**config.mk**
```make
export PLATFORM = sky130hd
export DESIGN_NAME = quicksort_lomuto_sorter_top
export DESIGN_NICKNAME = d
export VERILOG_FILES = /design/src/rtl/qls_pkg.sv /design/src/rtl/qls_ram.sv /design/src/rtl/quicksort_lomuto_sorter_top.sv
export SDC_FILE = /design/constraint.sdc
export NUM_CORES = 2
export LEC_CHECK = 0
export BUFFER_PORTS_ARGS = -buffer_cell sky130_fd_sc_hd__buf_2
export CORE_MARGIN = 2
export CORE_UTILIZATION = 36
export CTS_CLUSTER_DIAMETER = 40
export DETAILED_ROUTE_END_ITERATION = 6
export PLACE_DENSITY = 0.61
export SYNTH_ARGS = -nofsm -noshare
export SYNTH_HDL_FRONTEND = slang
export SYNTH_SLANG_ARGS = --single-unit
```
**constraint.sdc**
```tcl
create_clock -name clk -period 16.5 [get_ports clk]
set_input_delay 3.3 -clock clk [delete_from_list [all_inputs] [get_ports clk]]
set_output_delay 3.3 -clock clk [all_outputs]
set_load 0.01 [all_outputs]
```
**src/rtl/qls_pkg.sv**
```systemverilog
package qls_pkg;

  typedef struct packed {
    logic signed [31:0] value;
    logic               last;
  } in_t;

  typedef struct packed {
    logic signed [31:0] sorted_value;
    logic               final_res;
    logic               dropped;
  } out_t;

endpackage

```
**src/rtl/qls_ram.sv**
```systemverilog
module qls_ram #(
  parameter int WIDTH = 32,
  parameter int DEPTH = 64
) (
  input  logic                     clk,
  input  logic                     we,
  input  logic [$clog2(DEPTH)-1:0] waddr,
  input  logic [WIDTH-1:0]         wdata,
  input  logic [$clog2(DEPTH)-1:0] raddr,
  output logic [WIDTH-1:0]         rdata
);

  logic [WIDTH-1:0] mem [DEPTH];
  logic [WIDTH-1:0] rdata_r;

  always_ff @(posedge clk) begin
    if (we) begin
      mem[waddr] <= wdata;
    end
    rdata_r <= mem[raddr];
  end

  assign rdata = rdata_r;

endmodule

```
**src/rtl/quicksort_lomuto_sorter_top.sv**
```systemverilog
// While loading, the block accepts a transfer in every cycle. A partition pops its range,
// reads the pivot, scans each element, swaps through the single read port of the element
// RAM, places the pivot and pushes the remaining subranges; setup pushes the whole range.
// Each result passes a RAM read and the output register and is held while out_ready is
// low; the next batch is taken after the final result.
// Reset (rst_n low, synchronous) clears the state, counts and flags but not the RAMs.
module quicksort_lomuto_sorter_top #(
  parameter int SIZE = 64
) (
  input  logic          clk,
  input  logic          rst_n,
  input  logic          in_valid,
  output logic          in_ready,
  input  qls_pkg::in_t  in_data,
  output logic          out_valid,
  input  logic          out_ready,
  output qls_pkg::out_t out_data
);

  import qls_pkg::*;

  localparam int IW = $clog2(SIZE);
  localparam int CW = IW + 1;
  localparam int SW = 2 * IW;

  localparam logic [3:0] S_LOAD   = 4'd0;
  localparam logic [3:0] S_INIT   = 4'd1;
  localparam logic [3:0] S_POP    = 4'd2;
  localparam logic [3:0] S_POPW   = 4'd3;
  localparam logic [3:0] S_PIVW   = 4'd4;
  localparam logic [3:0] S_SCAN   = 4'd5;
  localparam logic [3:0] S_SCANW  = 4'd6;
  localparam logic [3:0] S_SWPW   = 4'd7;
  localparam logic [3:0] S_SWPWR  = 4'd8;
  localparam logic [3:0] S_FINW   = 4'd9;
  localparam logic [3:0] S_FINWR  = 4'd10;
  localparam logic [3:0] S_PUSH1  = 4'd11;
  localparam logic [3:0] S_PUSH2  = 4'd12;
  localparam logic [3:0] S_EMRD   = 4'd13;
  localparam logic [3:0] S_EMW    = 4'd14;
  localparam logic [3:0] S_EMHOLD = 4'd15;

  logic [3:0]         state_r, state_nxt;
  logic [CW-1:0]      count_r, count_nxt;
  logic               ovf_r, ovf_nxt;
  logic [CW-1:0]      sp_r, sp_nxt;
  logic [IW-1:0]      lo_r, lo_nxt;
  logic [IW-1:0]      hi_r, hi_nxt;
  logic [IW-1:0]      k_r, k_nxt;
  logic [IW-1:0]      j_r, j_nxt;
  logic [IW-1:0]      e_r, e_nxt;
  logic signed [31:0] pivot_r, pivot_nxt;
  logic signed [31:0] a_r, a_nxt;
  logic signed [31:0] b_r, b_nxt;
  logic               out_valid_r, out_valid_nxt;
  out_t               out_data_r, out_data_nxt;

  logic               st_we;
  logic [IW-1:0]      st_waddr;
  logic [31:0]        st_wdata;
  logic [IW-1:0]      st_raddr;
  logic [31:0]        st_rdata;
  logic               sk_we;
  logic [IW-1:0]      sk_waddr;
  logic [SW-1:0]      sk_wdata;
  logic [IW-1:0]      sk_raddr;
  logic [SW-1:0]      sk_rdata;

  logic [IW-1:0]      sk_lo, sk_hi;
  logic [CW-1:0]      cnt_m1, sp_m1;
  logic               is_final;

  assign sk_lo    = sk_rdata[SW-1:IW];
  assign sk_hi    = sk_rdata[IW-1:0];
  assign cnt_m1   = count_r - CW'(1);
  assign sp_m1    = sp_r - CW'(1);
  assign is_final = (({1'b0, e_r} + CW'(1)) == count_r);

  qls_ram #(.WIDTH(32), .DEPTH(SIZE)) u_store (
    .clk   (clk),
    .we    (st_we),
    .waddr (st_waddr),
    .wdata (st_wdata),
    .raddr (st_raddr),
    .rdata (st_rdata)
  );

  qls_ram #(.WIDTH(SW), .DEPTH(SIZE)) u_stack (
    .clk   (clk),
    .we    (sk_we),
    .waddr (sk_waddr),
    .wdata (sk_wdata),
    .raddr (sk_raddr),
    .rdata (sk_rdata)
  );

  always_comb begin
    state_nxt     = state_r;
    count_nxt     = count_r;
    ovf_nxt       = ovf_r;
    sp_nxt        = sp_r;
    lo_nxt        = lo_r;
    hi_nxt        = hi_r;
    k_nxt         = k_r;
    j_nxt         = j_r;
    e_nxt         = e_r;
    pivot_nxt     = pivot_r;
    a_nxt         = a_r;
    b_nxt         = b_r;
    out_valid_nxt = out_valid_r;
    out_data_nxt  = out_data_r;
    st_we         = 1'b0;
    st_waddr      = k_r;
    st_wdata      = a_r;
    st_raddr      = j_r;
    sk_we         = 1'b0;
    sk_waddr      = sp_r[IW-1:0];
    sk_wdata      = {lo_r, hi_r};
    sk_raddr      = sp_m1[IW-1:0];

    case (state_r)
      S_LOAD: begin
        if (in_valid) begin
          if (count_r < CW'(SIZE)) begin
            st_we     = 1'b1;
            st_waddr  = count_r[IW-1:0];
            st_wdata  = in_data.value;
            count_nxt = count_r + CW'(1);
          end else begin
            ovf_nxt = 1'b1;
          end
          if (in_data.last) begin
            state_nxt = S_INIT;
          end
        end
      end
      S_INIT: begin
        sp_nxt = '0;
        if (count_r >= CW'(2)) begin
          sk_we    = 1'b1;
          sk_waddr = '0;
          sk_wdata = {IW'(0), cnt_m1[IW-1:0]};
          sp_nxt   = CW'(1);
        end
        state_nxt = S_POP;
      end
      S_POP: begin
        if (sp_r == '0) begin
          e_nxt     = '0;
          state_nxt = S_EMRD;
        end else begin
          sp_nxt    = sp_m1;
          state_nxt = S_POPW;
        end
      end
      S_POPW: begin
        lo_nxt = sk_lo;
        hi_nxt = sk_hi;
        if ((sk_lo >= sk_hi) || ({1'b0, sk_hi} >= count_r)) begin
          state_nxt = S_POP;
        end else begin
          st_raddr  = sk_hi;
          k_nxt     = sk_lo;
          j_nxt     = sk_lo;
          state_nxt = S_PIVW;
        end
      end
      S_PIVW: begin
        pivot_nxt = $signed(st_rdata);
        state_nxt = S_SCAN;
      end
      S_SCAN: begin
        if (j_r < hi_r) begin
          st_raddr  = j_r;
          state_nxt = S_SCANW;
        end else if (k_r == hi_r) begin
          state_nxt = S_PUSH1;
        end else begin
          st_raddr  = k_r;
          state_nxt = S_FINW;
        end
      end
      S_SCANW: begin
        if ($signed(st_rdata) <= pivot_r) begin
          if (k_r == j_r) begin
            k_nxt     = k_r + IW'(1);
            j_nxt     = j_r + IW'(1);
            state_nxt = S_SCAN;
          end else begin
            a_nxt     = $signed(st_rdata);
            st_raddr  = k_r;
            state_nxt = S_SWPW;
          end
        end else begin
          j_nxt     = j_r + IW'(1);
          state_nxt = S_SCAN;
        end
      end
      S_SWPW: begin
        b_nxt     = $signed(st_rdata);
        st_we     = 1'b1;
        st_waddr  = k_r;
        st_wdata  = a_r;
        state_nxt = S_SWPWR;
      end
      S_SWPWR: begin
        st_we     = 1'b1;
        st_waddr  = j_r;
        st_wdata  = b_r;
        k_nxt     = k_r + IW'(1);
        j_nxt     = j_r + IW'(1);
        state_nxt = S_SCAN;
      end
      S_FINW: begin
        // The pivot slot is never written during the scan, so pivot_r is still current.
        b_nxt     = $signed(st_rdata);
        st_we     = 1'b1;
        st_waddr  = k_r;
        st_wdata  = pivot_r;
        state_nxt = S_FINWR;
      end
      S_FINWR: begin
        st_we     = 1'b1;
        st_waddr  = hi_r;
        st_wdata  = b_r;
        state_nxt = S_PUSH1;
      end
      S_PUSH1: begin
        if (({1'b0, k_r} > ({1'b0, lo_r} + CW'(1))) && (sp_r < CW'(SIZE))) begin
          sk_we    = 1'b1;
          sk_wdata = {lo_r, k_r - IW'(1)};
          sp_nxt   = sp_r + CW'(1);
        end
        state_nxt = S_PUSH2;
      end
      S_PUSH2: begin
        if ((({1'b0, k_r} + CW'(1)) < {1'b0, hi_r}) && (sp_r < CW'(SIZE))) begin
          sk_we    = 1'b1;
          sk_wdata = {k_r + IW'(1), hi_r};
          sp_nxt   = sp_r + CW'(1);
        end
        state_nxt = S_POP;
      end
      S_EMRD: begin
        st_raddr  = e_r;
        state_nxt = S_EMW;
      end
      S_EMW: begin
        out_data_nxt.sorted_value = $signed(st_rdata);
        out_data_nxt.final_res    = is_final;
        out_data_nxt.dropped      = ovf_r;
        out_valid_nxt             = 1'b1;
        state_nxt                 = S_EMHOLD;
      end
      S_EMHOLD: begin
        if (out_ready) begin
          out_valid_nxt = 1'b0;
          if (out_data_r.final_res) begin
            count_nxt = '0;
            ovf_nxt   = 1'b0;
            sp_nxt    = '0;
            state_nxt = S_LOAD;
          end else begin
            e_nxt     = e_r + IW'(1);
            state_nxt = S_EMRD;
          end
        end
      end
      default: begin
        state_nxt = S_LOAD;
      end
    endcase
  end

  always_ff @(posedge clk) begin
    if (!rst_n) begin
      state_r     <= S_LOAD;
      count_r     <= '0;
      ovf_r       <= 1'b0;
      sp_r        <= '0;
      out_valid_r <= 1'b0;
    end else begin
      state_r     <= state_nxt;
      count_r     <= count_nxt;
      ovf_r       <= ovf_nxt;
      sp_r        <= sp_nxt;
      out_valid_r <= out_valid_nxt;
    end
    lo_r       <= lo_nxt;
    hi_r       <= hi_nxt;
    k_r        <= k_nxt;
    j_r        <= j_nxt;
    e_r        <= e_nxt;
    pivot_r    <= pivot_nxt;
    a_r        <= a_nxt;
    b_r        <= b_nxt;
    out_data_r <= out_data_nxt;
  end

  assign in_ready  = (state_r == S_LOAD);
  assign out_valid = out_valid_r;
  assign out_data  = out_data_r;

endmodule

```
==> impl_metrics.csv <==
group,metric,value,unit
yosys,async_flop_share,0,
yosys,synth.area.top_cells,"edfxtp_1 74%, nand2_1 5.3%, mux4_2 4.7%",
power,power.total,28.0,mW
yosys,ys_types,93,
clock_tree,cts_resized,0,
floorplan,dieWidth,582,um
floorplan,coreArea,333000,um2
sta,timing.final.crit_share,0.463,
yosys,synthesis.area,120000,um2
critical_path,slowest_delay,1.08,ns
status,status,"finished with violations",
power,power_density,200,nW/um2
power,p_leak,45.7,nW
clock_tree,clock_latency,0.97,ns
placement,hpwlAfterDp,201000,um
sta,setup_tns,0,ns
critical_path,cp_slowest_cell,"nor3_1",
yosys,yosysMostFrequentCell,"edfxtp_1",
yosys,synthCells,7944,
routing,dr.pass1.iters,6,
sta,rsz0062_at_grt,"no",
critical_path,crit_chain,"ha_1, a41o_1, a21oi_1, nor3_1, o41a_1, o311ai_2, a31oi_1, nor2_4, buf_4, buf_12, nand2_1, a31oi_1, o22ai_1, nor3_1, or4_1",
sta,finalCriticalPeriod,7.64,ns
routing,vias_per_cell,5.65,
power,p_seq_frac,0.359,
grt,overflow,0,
sta,worst_slew_pin_slew,1.64,ns
critical_path,critPathKind,"reg2reg",
clock_tree,numCtsBuffers,385,
yosys,synth_edf_count,2976,
sta,holdWs,0.455,ns
yosys,ys_dominant_reg_cell,"edfxtp_1",
power,internal-power,17.6,mW
sta,setup_viol,0,
status,violations,"max-capacitance violations, max-slew violations",
grt,grt_pass1_vias,69800,
grt,grt_pass1_wl,502000,um
layout,areaGrowthSynthToFinish,16.2,%
power,combPwrFrac,0.337,
yosys,synth_largest_area_cell,"edfxtp_1",
floorplan,num_rows,212,
sta,relSlewSlack,-0.105,
clock_tree,cts_sinks,3040,
yosys,syn_avg_cell_area,15.1,um2
grt,grt_usage,0.202,
layout,layout.nets,8219,
grt,antenna_found_initial,20,
sta,timing_hold_violations_final,0,
clock_tree,cts_root_buf,"clkbuf_16",
clock_tree,cts.clk_slew.worst_paths,0.06,ns
critical_path,critPathLaunchType,"flip-flop",
routing,wire_per_inst,27.4,um
floorplan,die-area,339000,um2
critical_path,arrival,8.46,ns
yosys,synth_top_area_frac,0.743,
clock_tree,cts_tree,"yes",
clock_tree,ctsHoldBuffers,0,
power,p_clk_frac,0.304,
power,worst_ir_drop_vdd,0.000142,V
clock_tree,postCtsSetupBuffers,0,
floorplan,ioPinCount,73,
sta,fmax,131,MHz
placement,place.gp.congestion,0.888,
power,p_sw_frac,0.373,
routing,routed_wl,352000,um
sta,finalClockSkew,0.118,ns
sta,slew_violations,5,
critical_path,cp.required,17.32,ns
critical_path,cp_max_fo,156,
yosys,ys_ff_latch,3040,
placement,portBuffers,72,
grt,grt_max_degree,173,
routing,ant_nets,0,
layout,drive_gt1_frac,0.158,
yosys,synth_nets,8052,
clock_tree,cts_max_level,5,
routing,drt_iter0_markers,9442,
job,drv_cap,2,
routing,num_vias,72600,
min_path,hold_path.class,"reg2reg",
critical_path,cp-end-kind,"flip-flop",
floorplan,start_util,0.361,
power,switchingPower,10.4,mW
clock_tree,cts_buffer_depth,4,
yosys,ys_top_cells_by_count,"2976 x edfxtp_1, 1698 x nand2_1, 495 x nand3_1, 294 x a31oi_1, 252 x mux4_2",
routing,drc_errors,0,
yosys,yosys_warnings,0,
floorplan,die_h,582,um
yosys,synth_seq_area_share,0.753,
[cells by family after synthesis]
group | Yosys count | share of synthesized area
flip-flops | 3040 | 0.753
AND/OR/NAND/NOR | 2964 | 0.109
AO/OA/AOI/OAI | 926 | 0.0542
buffers and inverters | 588 | 0.0207
multiplexers | 304 | 0.0515
adder cells (fa/ha/maj) | 71 | 0.00738
XOR/XNOR | 51 | 0.00371
[critical path: cells and delay by family, from the launching register on]
family                     cells  cell delay (ns)
AOI/OAI and AO/OA              7             2.29
adders and majority gates      1             0.36
and+or+nand+nor                5             2.55
DFF                            1             0.62
buffers and inverters          2             1.35
[power by group through the flow]
stage / Combinational [mW] / Clock [mW] / Sequential, mW
3_5_place_dp: 9.33 / 0 / 10.2
4_1_cts: 9.36 / 8.57 / 10.0
5_1_grt: 9.84 / 8.88 / 10.1
2_1_floorplan: 5.30 / 0 / 10.1
6_report: 9.45 / 8.50 / 10.1
3_3_place_gp: 9.20 / 0 / 10.2
[final timing paths]
path	start	endpoint	slack, ns	depth (start not counted)
worst min register to register	ovf_r	out_data[0]	0.45	0
worst max register to register	u_store.rdata[7]	u_store.rdata[19]	8.86	15
worst max-delay path	u_store.rdata[7]	u_store.rdata[19]	8.86	15
worst min-delay path	ovf_r	out_data[0]	0.45	0
[layer usage]
metal | up-vias | track usage | wire length (um)
li1 | 31100 | - | -
met1 | 37000 | 0.271 | 139000
met2 | 3758 | 0.320 | 165000
met3 | 692 | 0.0325 | 30100
met4 | 4 | 0.0945 | 17300
met5 | - | 0 | 30
[registers in the layout (all words and copies together) (netlist names), 6 cells and up]
register,cells
a_r,32
b_r,32
count_r,7
e_r,6
hi_r,6
j_r,6
k_r,6
lo_r,6
out_data,34
pivot_r,32
sp_r,7
u_stack.mem,768
u_stack.rdata,12
u_store.mem,2048
u_store.rdata,32
[layout by cell type, fill, tap and decap left out, types with 75 or more instances in the layout]
cell type  count
edfxtp_1    2976
nand2_1     1662
nand3_1      495
clkbuf_16    394
a31oi_1      294
mux4_2       252
and3_1       237
a211oi_1     215
buf_4        210
nor2_1       152
nand4_1      129
o22ai_1       99
inv_1         75
[per-stage QoR]
step	setup WS, ns	cell area, um2	util	instances
6_report	8.86	140000	0.420	12800
5_1_grt	8.72	140000	0.420	12800
4_1_cts	9.03	140000	0.419	12800
3_5_place_dp	8.57	127000	0.380	12100
3_3_place_gp	8.62	127000	0.380	12100
2_1_floorplan	9.68	120000	-	7944
[cell type report]
type	count	area (um2)
fillers	29400	193000
flip-flops and latches	3040	90700
multi-input cells	4316	28200
clock buffers	448	10100
well taps	4387	5490
clock inverters	262	2950
repair buffers	292	2120
inverters	76	285
diodes	11	27.5
Power figures use the tool's default switching activity.
